`src/rtl/assert_macros.svh`:
```
// ----------------------------------------------------------------------------
// Assertion macros
// Shared concurrent assertion forms, clocked on clk, disabled while rst_n low.
// ----------------------------------------------------------------------------
`ifndef ASSERT_MACROS_SVH
`define ASSERT_MACROS_SVH

// Same-cycle implication
`define SBQ_ASSERT_IMPL(lbl, ante, cons, msg) \
  lbl: assert property (@(posedge clk) disable iff (!rst_n) (ante) |-> (cons)) \
    else $error(msg);

// Next-cycle implication
`define SBQ_ASSERT_NEXT(lbl, ante, cons, msg) \
  lbl: assert property (@(posedge clk) disable iff (!rst_n) (ante) |=> (cons)) \
    else $error(msg);

`endif

```
`src/rtl/sbq_ram.sv`:
```
// ----------------------------------------------------------------------------
// sbq_ram
// Generic simple dual-port RAM: one write port, one read port, registered
// read data.
// ----------------------------------------------------------------------------
`default_nettype none

module sbq_ram #(
  parameter int WIDTH = 32,
  parameter int DEPTH = 16
) (
  input  logic                     clk,
  input  logic                     wr_en,
  input  logic [$clog2(DEPTH)-1:0] wr_addr,
  input  logic [WIDTH-1:0]         wr_data,
  input  logic                     rd_en,
  input  logic [$clog2(DEPTH)-1:0] rd_addr,
  output logic [WIDTH-1:0]         rd_data
);

  logic [WIDTH-1:0] mem_r [DEPTH];
  logic [WIDTH-1:0] rd_data_r;

  always_ff @(posedge clk) begin
    if (wr_en) begin
      mem_r[wr_addr] <= wr_data;
    end
    if (rd_en) begin
      rd_data_r <= mem_r[rd_addr];
    end
  end

  assign rd_data = rd_data_r;

endmodule

`default_nettype wire

```
`config.mk`:
```
export PLATFORM = sky130hd
export DESIGN_NAME = sbq_ram
export DESIGN_NICKNAME = d
export VERILOG_FILES = /design/src/rtl/assert_macros.svh /design/src/rtl/sbq_ram.sv
export SDC_FILE = /design/constraint.sdc
export NUM_CORES = 1
export LEC_CHECK = 0
export ABC_AREA = 1
export BUFFER_PORTS_ARGS = -buffer_cell sky130_fd_sc_hd__buf_2
export CAP_MARGIN = 40
export CORE_UTILIZATION = 40
export DETAILED_ROUTE_END_ITERATION = 10
export PLACE_DENSITY_LB_ADDON = 0.3
export SLEW_MARGIN = 20
export SYNTH_ARGS = -nofsm -noshare
export SYNTH_HDL_FRONTEND = slang
export SYNTH_SLANG_ARGS = --single-unit
```
`constraint.sdc`:
```
create_clock -name clk -period 2.3 [get_ports clk]
set_input_delay 0.345 -clock clk [delete_from_list [all_inputs] [get_ports clk]]
set_output_delay 0.345 -clock clk [all_outputs]
set_load 0.02 [all_outputs]
```
* Word-level counts from Yosys, hierarchy flattened *
Memory sizes are Yosys's and may differ from the RTL's. A register that Yosys moved wholly into a read port is not among the register bits.
Index checks and enable logic that the tools add are counted.

operators by class
  equal/unequal tests = 0
  bitwise gates (word level) = 0
  add/sub/neg operators = 0
  $lt $le $gt $ge = 0
  $mul = 0
  reductions and logical operators = 0
  divide/modulo/power cells = 0
  shift operators = 0
  multiplexer cells = 2

operators by type and width
  cell    count
  $mux 1  2

storage, ports and cells
  output and inout bits = 32
  bits in read-only memories = 0
  flip-flop bits (word level) = 0
  logic and storage cells = 3
  bits of input ports = 43
  memories = 1
  bits in latches = 0
  bits in writable memories = 512

memory list
  name   words  bits a word  rd ports  clocked after Yosys merged registers in  write ports  RTL line       RTL
  mem_r  16     32           1         1                                        1            sbq_ram.sv:21  logic [WIDTH-1:0] mem_r [DEPTH];

* Depth between registers and ports, before layout *
Gate-level depths: netlist (run 1).

  depth in word-level cells = 2
  depth in mapped cells = 10
  mapped depth without buffers = 7

* Least setup slack after synthesis (run 1) *
No wires, ideal clock.

  path type = in2reg
  start point = input wr_addr[2]
  end point = memory mem_r[10][0], enable pin
  stages = 2
  buffers on the path = 0
  slack = -0.038 ns
  arrival = 1.917 ns
  data required time = 1.879 ns
  library setup time = 0.421 ns
  cells stage by stage = nand3b_1 -> nor2_1

RTL lines
  item         RTL line       RTL
  from (decl)  sbq_ram.sv:14  input logic [$clog2(DEPTH)-1:0] wr_addr,
  to (decl)    sbq_ram.sv:21

No word-level cell before the write port.

* Final worst setup path (run 1) *
  start point = register rd_data_r[8] (netlist: rd_data[8]), read port of mem_r
  end point = output rd_data[8]

RTL lines
  item         RTL line       RTL
  from (decl)  sbq_ram.sv:22  logic [WIDTH-1:0] rd_data_r;
  to (decl)    sbq_ram.sv:18  output logic [WIDTH-1:0] rd_data

No word-level cell between the ends.

==> impl_results.md, run 1 <==
- Status: completed
- Met1 usage: 25.6%
- Seq/Total Area, Yosys: 70.9%
- Main combinational cell family by area after synthesis: simple AND/OR/NAND/NOR gates
- Slew @ Worst Pin: 0.791 ns
- Nets: 2244
- Die W: 242 um
- Leading area contributor after synthesis: edfxtp_1
- Syn nets: 2163
- Startpoint class of the critical path: register
- CP required: 1.96 ns
- Gr ovfl total: 0
- Max Freq: 620 MHz
- CTS Root Cell: clkbuf_16
- Final Hold Vio Count: 0
- GRT met2 Usage: 30.2%
- Iter 0 DRT Violations: 1186
- Simple-gate portion of the synthesized area: 19.7%
- Peak supply drop: 0.000497 V
- Top delay family on crit path: flip-flops
- Die ar.: 58600 um^2
- Via count: 14.7k
- Hpwl dp: 30500 um
- Initial Util: 40.6%
- Antenna Nets Post-Route: 0
- Most frequent cells in the layout: nand2_1, edfxtp_1, inv_1
- Synth Area in Compound Gates: 0%
- Setup Skew: 0.0196 ns
- Slew Viols, Final: 0
- Commonest non-fill, non-tap cell in the layout: nand2_1
- First-pass GRT wire length: 85200 um
- Slowest stage cell, crit path: edfxtp_1
- Vias in the first global route: 14.3k
- Cell area after layout: 26100 um^2
- Top Usage Layer GRT: met2
- Yosys warning total: 0
- GR Util All Layers: 19.0%
- Final worst-path cycle share: 70.1%
- CTS tree: built
- Yosys cell types: 14
- Yosys reg bits: 544
- Worst EP arrival: 1.27 ns
- CTS H-tree depth: 2
- Reg-to-reg slack, setup: 1.10 ns
- Setup crit end kind: output pin
- Post-cts gate resize count: 0
- Fin cells: 2999
- Fillers: 5139
- Deepest clock path buffer count: 3
- Placed Instance Area: 24400 um^2
- Post-layout power: 21.0 mW
- Area share of fa/ha/maj cells after synthesis: 0%
- WL final: 55300 um
- Pwr dens: 804 nW/um^2
- # DRC: 0
- Hold buffer count at cts: 0
- Router iterations before antenna repair: 5
- Synth top area cells: edfxtp_1, nand2_1, nand3_1
- Min Tclk post-route: 1.61 ns
- P_leak: 11.0 nW
- P&R area growth vs syn: 13.3%
- GP Congestion: 0.794
- Largest net degree at the start of global routing: 129
- Setup_tns: 0 ns
- Max Cap Viol: 0
- Synth Instances: 2120
- Critical path class: register to output pin
- Via density: 4.89
- # placed instances: 2899
- Crit-path cells: buf_2
- Setup violators final: 0
- Row cnt: 87
- Initial antenna violation count: 6
- Synth top area share: 70.9%
- Worst min path class: input port to register
- Placeable Area: 56700 um^2
- M3 GR Usage: 4.46%
- Slowest Stage Delay on Critical Path: 0.46 ns
- Clock slew at reported path FFs: 0.06 ns
- RSZ-0062 raised after global routing: no
- Core Util, Final: 46.0%
- Routed WL per cell: 18.4 um
- Worst-path fanout max: 1
- Post CTS Setup Buffer Count: 0
- CTS buffer count: 56
- # port buffers: 74
- Xor/xnor share of the synthesized area: 0%
- Top-level port count: 75
- Max-Slew Margin vs Limit: 47.3%
- Die height: 242 um
- Worst skew pair latency: 0.61 ns
- Layout cells sized above 1: 9.77%
- Avg Cell Area, Syn: 10.9 um^2
- Fraction of synthesized area in multiplexers: 0%
- Buf+Inv Stages, Crit Path: 1
- Mapped Area: 23100 um^2
- CTS sink count: 544
## synthesized netlist by cell type
library cell	instances
nand2_1	677
edfxtp_1	544
inv_1	388
nand3_1	385
buf_2	41
buf_6	29
nor2_1	17
buf_1	14
clkbuf_1	14
buf_4	6
nand3b_1	2
buf_12	1
inv_2	1
inv_4	1
## path summary, 6_finish.rpt
path	endpoint	cells past startpoint	startpoint
worst max register to register	rd_data[2]	6	mem_r[13][2]
worst max-delay path	rd_data[8]	1	rd_data[8]
worst min-delay path	mem_r[1][17]	1	wr_data[17]
worst min register to register	rd_data[20]	6	mem_r[11][20]
## report_power, final
group | internal (mW) | switching, mW | leakage, nW
combinational | 0.379 | 0.984 | 5.21
clock | 4.74 | 3.65 | 0.815
sequential | 11.2 | 0.0660 | 4.94
total | 16.3 | 4.70 | 11.0
## sequential cells by signal, indices dropped and copies added, names as in the netlist
register	flops
mem_r	512
rd_data	32
## logic make-up (layout without fill, tap and decap cells)
family                 count (synthesis)  in the layout
DFF                                  544            544
other                                  0              1
and+or+nand+nor                     1081           1081
buffers and inverters                495            617
## cell type report
type,count,area [um^2],area share [%]
well taps,756,946,3.62
flip-flops and latches,544,16300,62.6
clock buffers,73,1490,5.69
diodes,1,2.50,0.00958
inverters,390,1470,5.64
multi-input cells,1081,4670,17.9
repair buffers,128,1020,3.92
clock inverters,26,176,0.676
## metal layers
metal | up-vias | part of all wire [%]
li1 | 7028 | -
met1 | 7069 | 43
met2 | 456 | 47
met3 | 97 | 7.0
met4 | 10 | 2.8
met5 | - | 0.12
## per-stage QoR
step	hold slack (ns)	setup slack (ns)
after floorplan	0.444	-0.0377
after global placement	0.725	0.417
after detailed placement	0.713	0.388
after CTS	0.0844	0.638
after global routing	0.104	0.651
final	0.111	0.687
Power figures use the tool's default switching activity.
==> run 2: changes to the inputs <==
--- a/config.mk
+++ b/config.mk
@@ -5,7 +5,7 @@
 export SDC_FILE = /design/constraint.sdc
 export NUM_CORES = 1
 export LEC_CHECK = 0
-export ABC_AREA = 1
+export ABC_AREA = 0
 export BUFFER_PORTS_ARGS = -buffer_cell sky130_fd_sc_hd__buf_2
 export CAP_MARGIN = 40
 export CORE_UTILIZATION = 40
==> constraint.sdc (replaced) <==
create_clock -name clk -period 1.6 [get_ports clk]
set_input_delay 0.24 -clock clk [delete_from_list [all_inputs] [get_ports clk]]
set_output_delay 0.24 -clock clk [all_outputs]
set_load 0.02 [all_outputs]
==> impl_results.md, run 2 <==
- Largest Register: mem_r
- Clock slew at reported path FFs: 0.06 ns
- Synth top area cells: edfxtp_1, mux4_2, a22oi_1
- Gr ovfl total: 0
- Placeable Area: 49400 um^2
- Iter 0 DRT Violations: 916
- Syn nets: 881
- Slew @ Worst Pin: 0.666 ns
- Largest net degree at the start of global routing: 33
- Row cnt: 81
- Fillers: 3939
- Worst min path class: input port to register
- Die W: 227 um
- P&R area growth vs syn: 20.4%
- Critical path class: register to register
- Deepest clock path buffer count: 3
- Hold Path Origin: wr_data[28]
- Reg area: 16300 um^2
- # DRC: 0
- Top delay family on crit path: multiplexers
- Initial antenna violation count: 2
- Setup Skew: 0.0165 ns
- Gate power share: 5.6%
- First-pass GRT wire length: 65000 um
- Final Hold Vio Count: 0
- Worst Setup SP: mem_r[14][17]
- Post-cts gate resize count: 0
- Max Freq: 657 MHz
- Hold buffer count at cts: 9
- Top-level port count: 75
- CTS Root Cell: clkbuf_16
- Most frequent cells in the layout: edfxtp_1, mux4_2, buf_2
- Post-layout power: 29.8 mW
- Initial Util: 40.9%
- Layout cells sized above 1: 36.0%
- Pwr dens: 1230 nW/um^2
- Flip-flop count of the largest register after layout: 512
- Most used flip-flop cell after synthesis: edfxtp_1
- Worst EP arrival: 1.81 ns
- Peak supply drop: 0.000728 V
- Post-synthesis async set-or-reset flop share: 0%
- Die height: 227 um
- CP required: 1.88 ns
- Worst hold slack: 0.0281 ns
- Synth top area share: 81.0%
- CTS buffer count: 53
- Setup crit end kind: register
- Worst-path fanout max: 1
- Via density: 5.42
- GP Congestion: 0.706
- Leading cell types by count after synthesis: edfxtp_1, mux4_2, a22oi_1
- Commonest non-fill, non-tap cell in the layout: edfxtp_1
- Antenna Nets Post-Route: 0
- Hpwl dp: 24400 um
- Worst skew pair latency: 0.59 ns
- Post CTS Setup Buffer Count: 0
- Leading area contributor after synthesis: edfxtp_1
- Max Cap Viol: 0
- Fin cells: 1730
- Sw Share: 20.4%
- # port buffers: 74
- Post-synth EDFFs: 544
- Area of the multi-input gates: 3790 um^2
- Switching pwr: 6.08 mW
- Max-Slew Margin vs Limit: 55.5%
- Yosys warning total: 0
- Cell area after layout: 24300 um^2
- Sequential share of power: 54.1%
- Buf+Inv Stages, Crit Path: 0
- Slowest stage cell, crit path: mux4_2
- # placed instances: 1624
- Via count: 9376
- RSZ-0062 raised after global routing: no
- Router iterations before antenna repair: 5
- Avg Cell Area, Syn: 24.1 um^2
- Placed Instance Area: 22500 um^2
- Die ar.: 51300 um^2
- Nets: 1067
- CTS tree: built
- Min Tclk post-route: 1.52 ns
- Slew Viols, Final: 0
- Status: completed
- Routed WL per cell: 25.3 um
- Final worst-path cycle share: 95.1%
- Vias in the first global route: 9711
- Seq/Total Area, Yosys: 81.0%
- R2r startpoint: mem_r[14][17]
- Synth Instances: 838
- Count leader, synth: edfxtp_1
- Clock network power share: 40.3%
- CTS H-tree depth: 2
- Yosys cell types: 17
- P_leak: 7.85 nW
- Slowest Stage Delay on Critical Path: 0.48 ns
- Mapped Area: 20200 um^2
- Yosys reg bits: 544
- WL final: 43800 um
- CTS sink count: 544
- N_diodes: 0
- Startpoint class of the critical path: register
- Setup violators final: 0
- Int Pwr: 23.8 mW
- Core Util, Final: 49.2%
- GR Util All Layers: 17.8%
- Crit-path cells: mux4_2 -> a22oi_1 -> nand2_1
-- run 2: path summary, 6_finish.rpt --
| path | endpoint | slack (ns) | depth (start not counted) |
|---|---|---|---|
| worst max-delay path | rd_data[17] | 0.08 | 3 |
| worst min-delay path | mem_r[8][28] | 0.03 | 1 |
| worst max register to register | rd_data[17] | 0.08 | 3 |
| worst min register to register | rd_data[21] | 0.74 | 3 |
-- run 2: worst reg2reg max path, delay by kind of cell, from the launching register on --
kind	cells	cell delay, ns
mux	1	0.48
flops	1	0.38
compound gates	1	0.18
simple gates	1	0.17
-- run 2: final cells by class --
cell class / count / share of cell area (%)
Clock inverter: 29 / 1.10
Sequential cell: 544 / 67.2
Multi-Input combinational cell: 251 / 15.6
Tap cell: 664 / 3.42
Clock buffer: 68 / 5.78
Timing Repair Buffer: 174 / 6.86
-- run 2: logic make-up after synthesis --
group / synth area share, %
flops: 81.0
compound gates: 2.38
mux: 14.3
simple gates: 1.25
buf+inv: 1.10
-- run 2: power by group through the flow --
stage                     combinational, mW  sequential (mW)  clock [mW]
final                                  1.67             16.1        12.0
after global routing                   1.80             16.2        12.8
after CTS                              1.70             16.1        12.3
after detailed placement               1.68             16.4           0
after global placement                 1.66             16.4           0
after floorplan                       0.803             16.5           0
-- run 2: per-layer routing --
metal / GRT usage [%] / vias to the layer above / routed length [um]
met4: 5.14 / 4 / 841
li1: - / 3978 / -
met1: 25.7 / 5068 / 19300
met3: 2.79 / 69 / 2460
met2: 28.1 / 257 / 21200
met5: 0 / - / 23
-- run 2: stage by stage --
step / TNS [ns] / setup slack, ns
6_report: 0 / 0.0782
5_1_grt: 0 / 0.0551
4_1_cts: 0 / 0.0616
3_5_place_dp: -13.02 / -0.332
3_3_place_gp: -10.09 / -0.305
2_1_floorplan: -30.44 / -0.349
