<file path="src/rtl/assert_macros.svh">
// ----------------------------------------------------------------------------
// Assertion macros
// Shared concurrent assertion forms, clocked on clk, disabled while rst_n low.
// ----------------------------------------------------------------------------
`ifndef ASSERT_MACROS_SVH
`define ASSERT_MACROS_SVH

// Same-cycle implication
`define SBQ_ASSERT_IMPL(lbl, ante, cons, msg) \
  lbl: assert property (@(posedge clk) disable iff (!rst_n) (ante) |-> (cons)) \
    else $error(msg);

// Next-cycle implication
`define SBQ_ASSERT_NEXT(lbl, ante, cons, msg) \
  lbl: assert property (@(posedge clk) disable iff (!rst_n) (ante) |=> (cons)) \
    else $error(msg);

`endif

</file>
<file path="src/rtl/sbq_pkg.sv">
// ----------------------------------------------------------------------------
// sbq_pkg
// Widths, codes, control word layout and microcode ROM for the stereo
// biquad cascade equaliser.
// ----------------------------------------------------------------------------
`default_nettype none

package sbq_pkg;

  // Sizing
  localparam int MAX_STAGES = 8;
  localparam int SAMPLE_W   = 24;
  localparam int COEF_W     = 32;
  localparam int FRAC_W     = COEF_W - 4;
  localparam int NCOEF      = 5;
  localparam int CNT_W      = 4;   // stage count registers
  localparam int STAGE_W    = 3;   // stage field of a coefficient beat
  localparam int SEL_W      = 3;

  localparam int STC_W   = $clog2(MAX_STAGES + 1);
  localparam int HROWS   = 2 * MAX_STAGES;
  localparam int HADDR_W = $clog2(HROWS);
  localparam int HROW_W  = 4 * SAMPLE_W;
  localparam int CWORDS  = HROWS * NCOEF;
  localparam int CADDR_W = $clog2(CWORDS);

  // Datapath
  localparam int PROD_W = SAMPLE_W + COEF_W;
  localparam int ACC_W  = PROD_W + 3;
  localparam int RND_W  = ACC_W - FRAC_W;

  localparam logic signed [COEF_W-1:0] COEF_ONE =
    {{(COEF_W - FRAC_W - 1){1'b0}}, 1'b1, {FRAC_W{1'b0}}};
  localparam logic signed [ACC_W-1:0] ROUND_HALF =
    {{(ACC_W - FRAC_W){1'b0}}, 1'b1, {(FRAC_W - 1){1'b0}}};
  localparam logic signed [RND_W-1:0] SAT_HI =
    {{(RND_W - SAMPLE_W + 1){1'b0}}, {(SAMPLE_W - 1){1'b1}}};
  localparam logic signed [RND_W-1:0] SAT_LO = ~SAT_HI;
  localparam logic signed [SAMPLE_W-1:0] SMP_MAX = {1'b0, {(SAMPLE_W - 1){1'b1}}};
  localparam logic signed [SAMPLE_W-1:0] SMP_MIN = {1'b1, {(SAMPLE_W - 1){1'b0}}};

  // Stream packing
  localparam int IN_CH_LSB   = 0;
  localparam int IN_STG_LSB  = 1;
  localparam int IN_SEL_LSB  = IN_STG_LSB + STAGE_W;
  localparam int IN_COEF_LSB = IN_SEL_LSB + SEL_W;
  localparam int IN_SL_LSB   = IN_COEF_LSB + COEF_W;
  localparam int IN_SR_LSB   = IN_SL_LSB + SAMPLE_W;
  localparam int IN_BITS     = IN_SR_LSB + SAMPLE_W;
  localparam int IN_DATA_W   = ((IN_BITS + 7) / 8) * 8;
  localparam int OUT_DATA_W  = ((2 * SAMPLE_W + 7) / 8) * 8;

  // Beat kinds
  localparam logic OP_COEF_WR = 1'b0;
  localparam logic OP_SAMPLE  = 1'b1;

  // Register indexes
  localparam logic REG_STAGES_LEFT  = 1'b0;
  localparam logic REG_STAGES_RIGHT = 1'b1;

  // Coefficient / operand slots
  localparam logic [SEL_W-1:0] K_B0 = 3'd0;
  localparam logic [SEL_W-1:0] K_B1 = 3'd1;
  localparam logic [SEL_W-1:0] K_B2 = 3'd2;
  localparam logic [SEL_W-1:0] K_A1 = 3'd3;
  localparam logic [SEL_W-1:0] K_A2 = 3'd4;

  // Microprogram addresses
  localparam int PC_W = 4;
  localparam logic [PC_W-1:0] PC_IDLE   = 4'd0;
  localparam logic [PC_W-1:0] PC_TEST   = 4'd1;
  localparam logic [PC_W-1:0] PC_MUL_B0 = 4'd2;
  localparam logic [PC_W-1:0] PC_MUL_B1 = 4'd3;
  localparam logic [PC_W-1:0] PC_MUL_B2 = 4'd4;
  localparam logic [PC_W-1:0] PC_MUL_A1 = 4'd5;
  localparam logic [PC_W-1:0] PC_MUL_A2 = 4'd6;
  localparam logic [PC_W-1:0] PC_ACC_A2 = 4'd7;
  localparam logic [PC_W-1:0] PC_ROUND  = 4'd8;
  localparam logic [PC_W-1:0] PC_WB     = 4'd9;
  localparam logic [PC_W-1:0] PC_CHAN   = 4'd10;

  typedef enum logic [1:0] {ACC_HOLD, ACC_LOAD, ACC_ADD, ACC_SUB} acc_op_t;

  typedef enum logic [2:0] {SQ_NEXT, SQ_IDLE, SQ_TEST, SQ_JUMP, SQ_CHAN} seq_op_t;

  typedef struct packed {
    logic    mul_en;
    acc_op_t acc_op;
    logic    rnd_en;
  } mac_ctrl_t;

  typedef struct packed {
    seq_op_t          seq;
    logic [PC_W-1:0]  target;
    logic             coef_rd;
    logic [SEL_W-1:0] coef_k;
    logic             hist_rd;
    logic             hist_cap;
    logic [SEL_W-1:0] opnd_k;
    mac_ctrl_t        mac;
    logic             wb_en;
  } ucode_t;

  // Microcode ROM: one stage of one channel is TEST .. WB
  function automatic ucode_t ucode_rom(input logic [PC_W-1:0] pc);
    ucode_t w;
    w            = '0;
    w.seq        = SQ_NEXT;
    w.mac.acc_op = ACC_HOLD;
    case (pc)
      PC_IDLE: begin
        w.seq = SQ_IDLE;
      end
      PC_TEST: begin
        w.seq     = SQ_TEST;
        w.target  = PC_CHAN;
        w.coef_rd = 1'b1;
        w.coef_k  = K_B0;
        w.hist_rd = 1'b1;
      end
      PC_MUL_B0: begin
        w.coef_rd    = 1'b1;
        w.coef_k     = K_B1;
        w.hist_cap   = 1'b1;
        w.opnd_k     = K_B0;
        w.mac.mul_en = 1'b1;
      end
      PC_MUL_B1: begin
        w.coef_rd    = 1'b1;
        w.coef_k     = K_B2;
        w.opnd_k     = K_B1;
        w.mac.mul_en = 1'b1;
        w.mac.acc_op = ACC_LOAD;
      end
      PC_MUL_B2: begin
        w.coef_rd    = 1'b1;
        w.coef_k     = K_A1;
        w.opnd_k     = K_B2;
        w.mac.mul_en = 1'b1;
        w.mac.acc_op = ACC_ADD;
      end
      PC_MUL_A1: begin
        w.coef_rd    = 1'b1;
        w.coef_k     = K_A2;
        w.opnd_k     = K_A1;
        w.mac.mul_en = 1'b1;
        w.mac.acc_op = ACC_ADD;
      end
      PC_MUL_A2: begin
        w.opnd_k     = K_A2;
        w.mac.mul_en = 1'b1;
        w.mac.acc_op = ACC_SUB;
      end
      PC_ACC_A2: begin
        w.mac.acc_op = ACC_SUB;
      end
      PC_ROUND: begin
        w.mac.rnd_en = 1'b1;
      end
      PC_WB: begin
        w.seq    = SQ_JUMP;
        w.target = PC_TEST;
        w.wb_en  = 1'b1;
      end
      PC_CHAN: begin
        w.seq = SQ_CHAN;
      end
      default: begin
        w.seq    = SQ_JUMP;
        w.target = PC_IDLE;
      end
    endcase
    return w;
  endfunction

endpackage

`default_nettype wire

</file>
<file path="src/rtl/sbq_mac.sv">
// ----------------------------------------------------------------------------
// sbq_mac
// Shared multiply-accumulate unit: registered product, exact accumulator,
// round half up to the sample grid, saturation to the sample range.
// ----------------------------------------------------------------------------
`default_nettype none

module sbq_mac (
  input  logic                                 clk,
  input  sbq_pkg::mac_ctrl_t                   ctrl,
  input  logic signed [sbq_pkg::COEF_W-1:0]    coef,
  input  logic signed [sbq_pkg::SAMPLE_W-1:0]  opnd,
  output logic signed [sbq_pkg::SAMPLE_W-1:0]  y,
  output logic                                 sat
);

  logic signed [sbq_pkg::PROD_W-1:0] prod_r, prod_nxt;
  logic signed [sbq_pkg::ACC_W-1:0]  acc_r, acc_nxt;
  logic signed [sbq_pkg::ACC_W-1:0]  biased;
  logic signed [sbq_pkg::RND_W-1:0]  rnd_r, rnd_nxt;

  // product, one multiply per beat
  assign prod_nxt = sbq_pkg::PROD_W'(coef) * sbq_pkg::PROD_W'(opnd);

  // accumulate with sign from the microcode
  always_comb begin
    unique case (ctrl.acc_op)
      sbq_pkg::ACC_HOLD: acc_nxt = acc_r;
      sbq_pkg::ACC_LOAD: acc_nxt = sbq_pkg::ACC_W'(prod_r);
      sbq_pkg::ACC_ADD:  acc_nxt = acc_r + sbq_pkg::ACC_W'(prod_r);
      sbq_pkg::ACC_SUB:  acc_nxt = acc_r - sbq_pkg::ACC_W'(prod_r);
    endcase
  end

  // round half up, drop fraction bits
  assign biased  = acc_r + sbq_pkg::ROUND_HALF;
  assign rnd_nxt = sbq_pkg::RND_W'(biased >>> sbq_pkg::FRAC_W);

  always_ff @(posedge clk) begin
    if (ctrl.mul_en) begin
      prod_r <= prod_nxt;
    end
    acc_r <= acc_nxt;
    if (ctrl.rnd_en) begin
      rnd_r <= rnd_nxt;
    end
  end

  // saturate
  always_comb begin
    if (rnd_r > sbq_pkg::SAT_HI) begin
      y   = sbq_pkg::SMP_MAX;
      sat = 1'b1;
    end else if (rnd_r < sbq_pkg::SAT_LO) begin
      y   = sbq_pkg::SMP_MIN;
      sat = 1'b1;
    end else begin
      y   = rnd_r[sbq_pkg::SAMPLE_W-1:0];
      sat = 1'b0;
    end
  end

endmodule

`default_nettype wire

</file>
<file path="config.mk">
export PLATFORM = sky130hd
export DESIGN_NAME = sbq_mac
export DESIGN_NICKNAME = d
export VERILOG_FILES = /design/src/rtl/assert_macros.svh /design/src/rtl/sbq_pkg.sv /design/src/rtl/sbq_mac.sv
export SDC_FILE = /design/constraint.sdc
export NUM_CORES = 2
export LEC_CHECK = 0
export BUFFER_PORTS_ARGS = -buffer_cell sky130_fd_sc_hd__buf_2
export CAP_MARGIN = 20
export CORE_MARGIN = 2
export CORE_UTILIZATION = 40
export DETAILED_ROUTE_END_ITERATION = 7
export PLACE_DENSITY = 0.63
export SLEW_MARGIN = 25
export SYNTH_ARGS = -nofsm -noshare
export SYNTH_HDL_FRONTEND = slang
export SYNTH_SLANG_ARGS = --single-unit
export TNS_END_PERCENT = 20
</file>
<file path="constraint.sdc">
create_clock -name clk -period 14.6 [get_ports clk]
set_input_delay 0.73 -clock clk [delete_from_list [all_inputs] [get_ports clk]]
set_output_delay 0.73 -clock clk [all_outputs]
set_load 0.01 [all_outputs]
</file>
# After elaboration in Yosys (flattened, before gate mapping)
# Index checks and enable logic that the tools add are counted.
# classes
addsub	3
multipliers	1
magnitude_cmp	2
n_eq_ne	3
mux	5
reduce_logical	1
# ops
op	count
one-hot mux 59 bit (3 select lines)	1
adder 59 x 29 -> 59 bit, second input constant	1
adder 59 x 56 -> 59 bit	1
subtractor 59 x 56 -> 59 bit	1
multiplier 32 x 24 -> 56 bit	1
two-way mux 24 bit	2
> comparator 31 x 24 -> 1 bit, second input constant	1
< comparator 31 x 24 -> 1 bit, second input constant	1
== test 2 bit, second input constant	2
== test 2 x 1 -> 1 bit, second input constant	1
zero test 2 bit	1
two-way mux 1 bit	2
# totals
register_bits	146
inputBits	61
out_inout_bits	25
wordCells	18

# Longest topological paths before layout
# depth
depth_word	3
depth_mapped	30
ltp_nobuf	28

# Worst setup path after synthesis
# Ideal clock, no wire load.
# synth_timing
path_kind	input-to-reg
startpoint	input port coef[31] in the netlist's numbering
endpoint	register prod_r[53] in the netlist's numbering, data pin
setup_time_ns	0.265
t_arrival_ns	7.174
required_time_ns	14.335
path_slack_ns	7.161
stages	24
path_buffers	1
path_cell_list	clkbuf_1 > nand2_1 > inv_1 > fa_1 > fa_1 > inv_1 > fa_1 > inv_1 > fa_1 > fa_1 > fa_1 > inv_1 > fa_1 > inv_1 > ha_1 > a21o_1 > a21o_1 > a21o_1 > a21oi_1 > nor2b_1 > o21ai_0 > nand2b_1 > a311oi_1 > a211oi_1
# synth_between
elab_chain_cells	1
# synth_rtl
item	line	rtl
start, declared	sbq_mac.sv:11	input logic signed [sbq_pkg::COEF_W-1:0] coef,
multiplier 32 x 24 -> 56 bit	sbq_mac.sv:23	assign prod_nxt = sbq_pkg::PROD_W'(coef) * sbq_pkg::PROD_W'(opnd);
net prod_nxt (one bit)	sbq_mac.sv:17	logic signed [sbq_pkg::PROD_W-1:0] prod_r, prod_nxt;
end signal, assigned	sbq_mac.sv:41	prod_r <= prod_nxt;
end, declared	sbq_mac.sv:17	
# The timed path passes the listed nets, and every way through them passes these cells.
# A chain may end at the register's enable or synchronous reset.

# Worst setup path in the final report
# layout_timing
startpoint	input port opnd[3] in the netlist's numbering
endpoint	register prod_r[50] in the netlist's numbering, data pin
# layout_between
elab_chain_cells	1
# layout_rtl
item	line	rtl
start, declared	sbq_mac.sv:12	input logic signed [sbq_pkg::SAMPLE_W-1:0] opnd,
multiplier 32 x 24 -> 56 bit	sbq_mac.sv:23	
net prod_nxt (one bit)	sbq_mac.sv:17	
# The timed path passes the listed nets, and every way through them passes these cells.

==> metrics.md <==
| Metric | Value |
|---|---|
| # Post-CTS Setup Buffers | 0 |
| Cell depth of the worst flop-to-flop path | 20 |
| Initial Utilization | 0.404 |
| Normalized max-slew margin | 0.352 |
| Hold Crit Class | reg2reg |
| Status | completed |
| Synth Warn # | 0 |
| Clk_lat worst skew | ~0.45 ns |
| Fin crit period | 7.90 ns |
| DRC | 0 |
| Syn Area/Cell | between 9 and 10 sq um |
| Core box area | about 90000 sq um |
| Post-synthesis register bit count | 146 |
| Flop2flop setup slack | between 8 and 9 ns |
| Post-Syn Instances | slightly below 4000 |
| Data required, critical path | roughly 15 ns |
| Grt total ovfl | 0 |
| Post-synth top cells | inv_1 (827), fa_1 (784), nand2_1 (472), and2_1 (376), ha_1 (210) |
| Final Wtd Congestion | between 0.8 and 0.9 |
| Placed Area | around 38000 sq um |
| Largest area contributor in the netlist | fa_1 |
| Critical Path AT | just over 8 ns |
| Largest cells by area after synthesis | fa_1 (42%), edfxtp_1 (12%), inv_1 (8.4%) |
| Seq/Total Area, Yosys | 0.118 |
| Synth cell types | 85 |
| Worst r2r src | prod_r[13] |
| Post-CTS Hold Buffers | 0 |
| Gr usage total | 0.194 |
| Synthesized area | 37100 sq um |
| Most common cell in the netlist | inv_1 |
| End of the worst register-to-register path | acc_r[58] |
| Largest net degree at the start of global routing | 57 |
| Maximum clock insertion buffer count | 2 |
| FFs w/ async S/R, synth | 0 |
| CTS H-tree depth | 4 |
| Fill cells | 8961 |
| I/O pins | 86 |
| Final wirelength | 88.6 mm |
| Final slew viol count | 0 |
| Worst hold slack | ~0.63 ns |
| Achievable Freq | 0.127 GHz |
| CTS sink count | approximately 150 |
| Worst setup endpoint | prod_r[50] |
| Max Cap Viol | 0 |
| Slew @ Worst Pin | 0.971 ns |
| Setup total negative slack | 0 ns |
| Post-synth net total | approximately 5000 |
| Worst-path clk slew | 0.07 ns |
| Row cnt | 111 |
| Design Area, Final | roughly 40000 sq um |
| Crit-path max FO | 32 |
| Via-per-instance ratio | 5.02 |
| Synth Flop Type | edfxtp_1 |
| CP Class | in2reg |
| Die Ht | 309 microns |
| Final period util | 0.541 |
| Final Hold Viols | 0 |
| Die width | 309 microns |
| Layout cells sized above 1 | 0.0515 |
| Initial antenna violation count | 5 |
| Layout area overhead | 5.30% |
| Avg WL per Cell | ~17 microns |
| Final net count | 4942 |
| First-pass GRT wire length | ~150 mm |
| Post-DRT Antenna Nets | 0 |
| Vias | around 26000 |
| Startpoint types | input port |
| First-pass iteration count of the detailed router | 5 |
| CTS resizes | 0 |
| Post-DP HPWL | approximately 73 mm |
| Initial DRC count | ~1500 |
| CTS tree | yes |
| TritonCTS Buffers | 17 |
| Vias in the first global route | between 20000 and 30000 |
| Port bufs | 85 |
| Worst Skew | 0.0161 ns |
| Critical path capture point type | flip-flop |
| Count of flip-flops with a built-in enable after synthesis | ~150 |
| Clock root buffer | clkbuf_16 |
| Share of the synthesized area in the top cell type | 0.423 |
| Count of final setup violators | 0 |
| RSZ-0062 raised after global routing | no |
| CP startpoint | opnd[3] |
| Full die area | 95300 sq um |
worst min path at each step:
stage | startpoint | endpoint | slack (ns) | depth (start not counted)
floorplan | acc_r[47] | rnd_r[19] | 0.57 | 1
global placement | acc_r[41] | rnd_r[13] | 0.61 | 1
detailed placement | acc_r[31] | rnd_r[3] | 0.62 | 1
CTS | prod_r[22] | acc_r[22] | 0.63 | 1
global route | prod_r[12] | acc_r[12] | 0.65 | 1
finish | acc_r[34] | rnd_r[6] | 0.63 | 1
state kept, by name, summed over array words and instances (netlist names):
signal / count
rnd_r: 31
prod_r: 56
acc_r: 59
routing by layer:
layer / share of wire / global-route usage / routed length, microns / up-vias
met5: 0.00037 / 0 / 33 / -
met4: 0.012 / 0.0317 / 1060 / 6
met1: 0.47 / 0.285 / 42000 / 13000
met2: 0.44 / 0.302 / 39100 / 787
met3: 0.073 / 0.0378 / 6480 / 85
li1: - / - / - / 11900
metrics by stage:
stage                util  instances  setup WS [ns]
floorplan               -       3946           7.16
global placement    0.419       5111           6.33
detailed placement  0.419       5111           6.27
CTS                 0.426       5143           6.75
global route        0.426       5144           6.24
finish              0.426       5145           6.70
cells in the final DEF, fill, tap and decap left out, types with 7 or more instances in the layout:
cell type | Yosys | routed
and3_1 | 14 | 14
clkinv_8 | 0 | 7
and2_1 | 376 | 376
o21ai_0 | 78 | 78
buf_4 | 3 | 7
clkbuf_16 | 0 | 17
nand2b_1 | 25 | 25
xnor2_1 | 129 | 129
a31oi_1 | 7 | 7
o21bai_1 | 21 | 21
ha_1 | 210 | 210
a21oi_1 | 146 | 145
or3_1 | 7 | 7
nand3_1 | 23 | 23
o31ai_1 | 10 | 10
nand4_1 | 28 | 28
a21o_1 | 55 | 55
mux2_2 | 46 | 46
nor2b_1 | 18 | 18
o21a_1 | 33 | 33
a211oi_1 | 7 | 7
buf_2 | 1 | 85
edfxtp_1 | 146 | 146
nor4_1 | 8 | 8
o21ai_1 | 7 | 7
nand2_1 | 472 | 472
xor2_1 | 70 | 70
nor3_1 | 21 | 21
nor2_1 | 123 | 123
fa_1 | 784 | 784
inv_1 | 827 | 827
layout make-up:
type                       count  area, sq um  area share
antenna                        2         5.00    0.000128
clock buffer                  17          425      0.0109
clock inverter                15          194     0.00496
inverter                     828         3110      0.0795
multi-input combinational   2802        28900       0.740
sequential                   146         4380       0.112
tap                         1243         1560      0.0398
timing repair buffer          92          478      0.0122
cells by family (layout without fill, tap and decap cells):
family | Yosys count | count (layout) | synth area share
mux | 49 | 49 | 0.0149
flops | 146 | 146 | 0.118
other cells | 0 | 2 | 0
buf+inv | 998 | 952 | 0.102
compound gates | 420 | 420 | 0.0719
fa+ha+maj | 994 | 994 | 0.494
xor+xnor | 199 | 199 | 0.0470
simple gates | 1140 | 1140 | 0.152
worst max-delay path: stages:
cell,delay [ns]
buf_2,0.55
nand2_1,0.19
fa_1,0.61
fa_1,0.45
fa_1,0.49
fa_1,0.53
fa_1,0.55
inv_1,0.05
fa_1,0.47
inv_1,0.05
fa_1,0.49
inv_1,0.05
ha_1,0.38
nand2_1,0.07
o21ai_0,0.33
a31oi_1,0.17
a21oi_1,0.32
nor3_1,0.12
o31ai_1,0.63
a311o_1,0.32
a31o_2,0.20
a21o_1,0.11
a21oi_1,0.07
xnor2_1,0.14
Power is not shown: default switching activity piles up to over one toggle a cycle in this logic, so the estimate is an artifact.
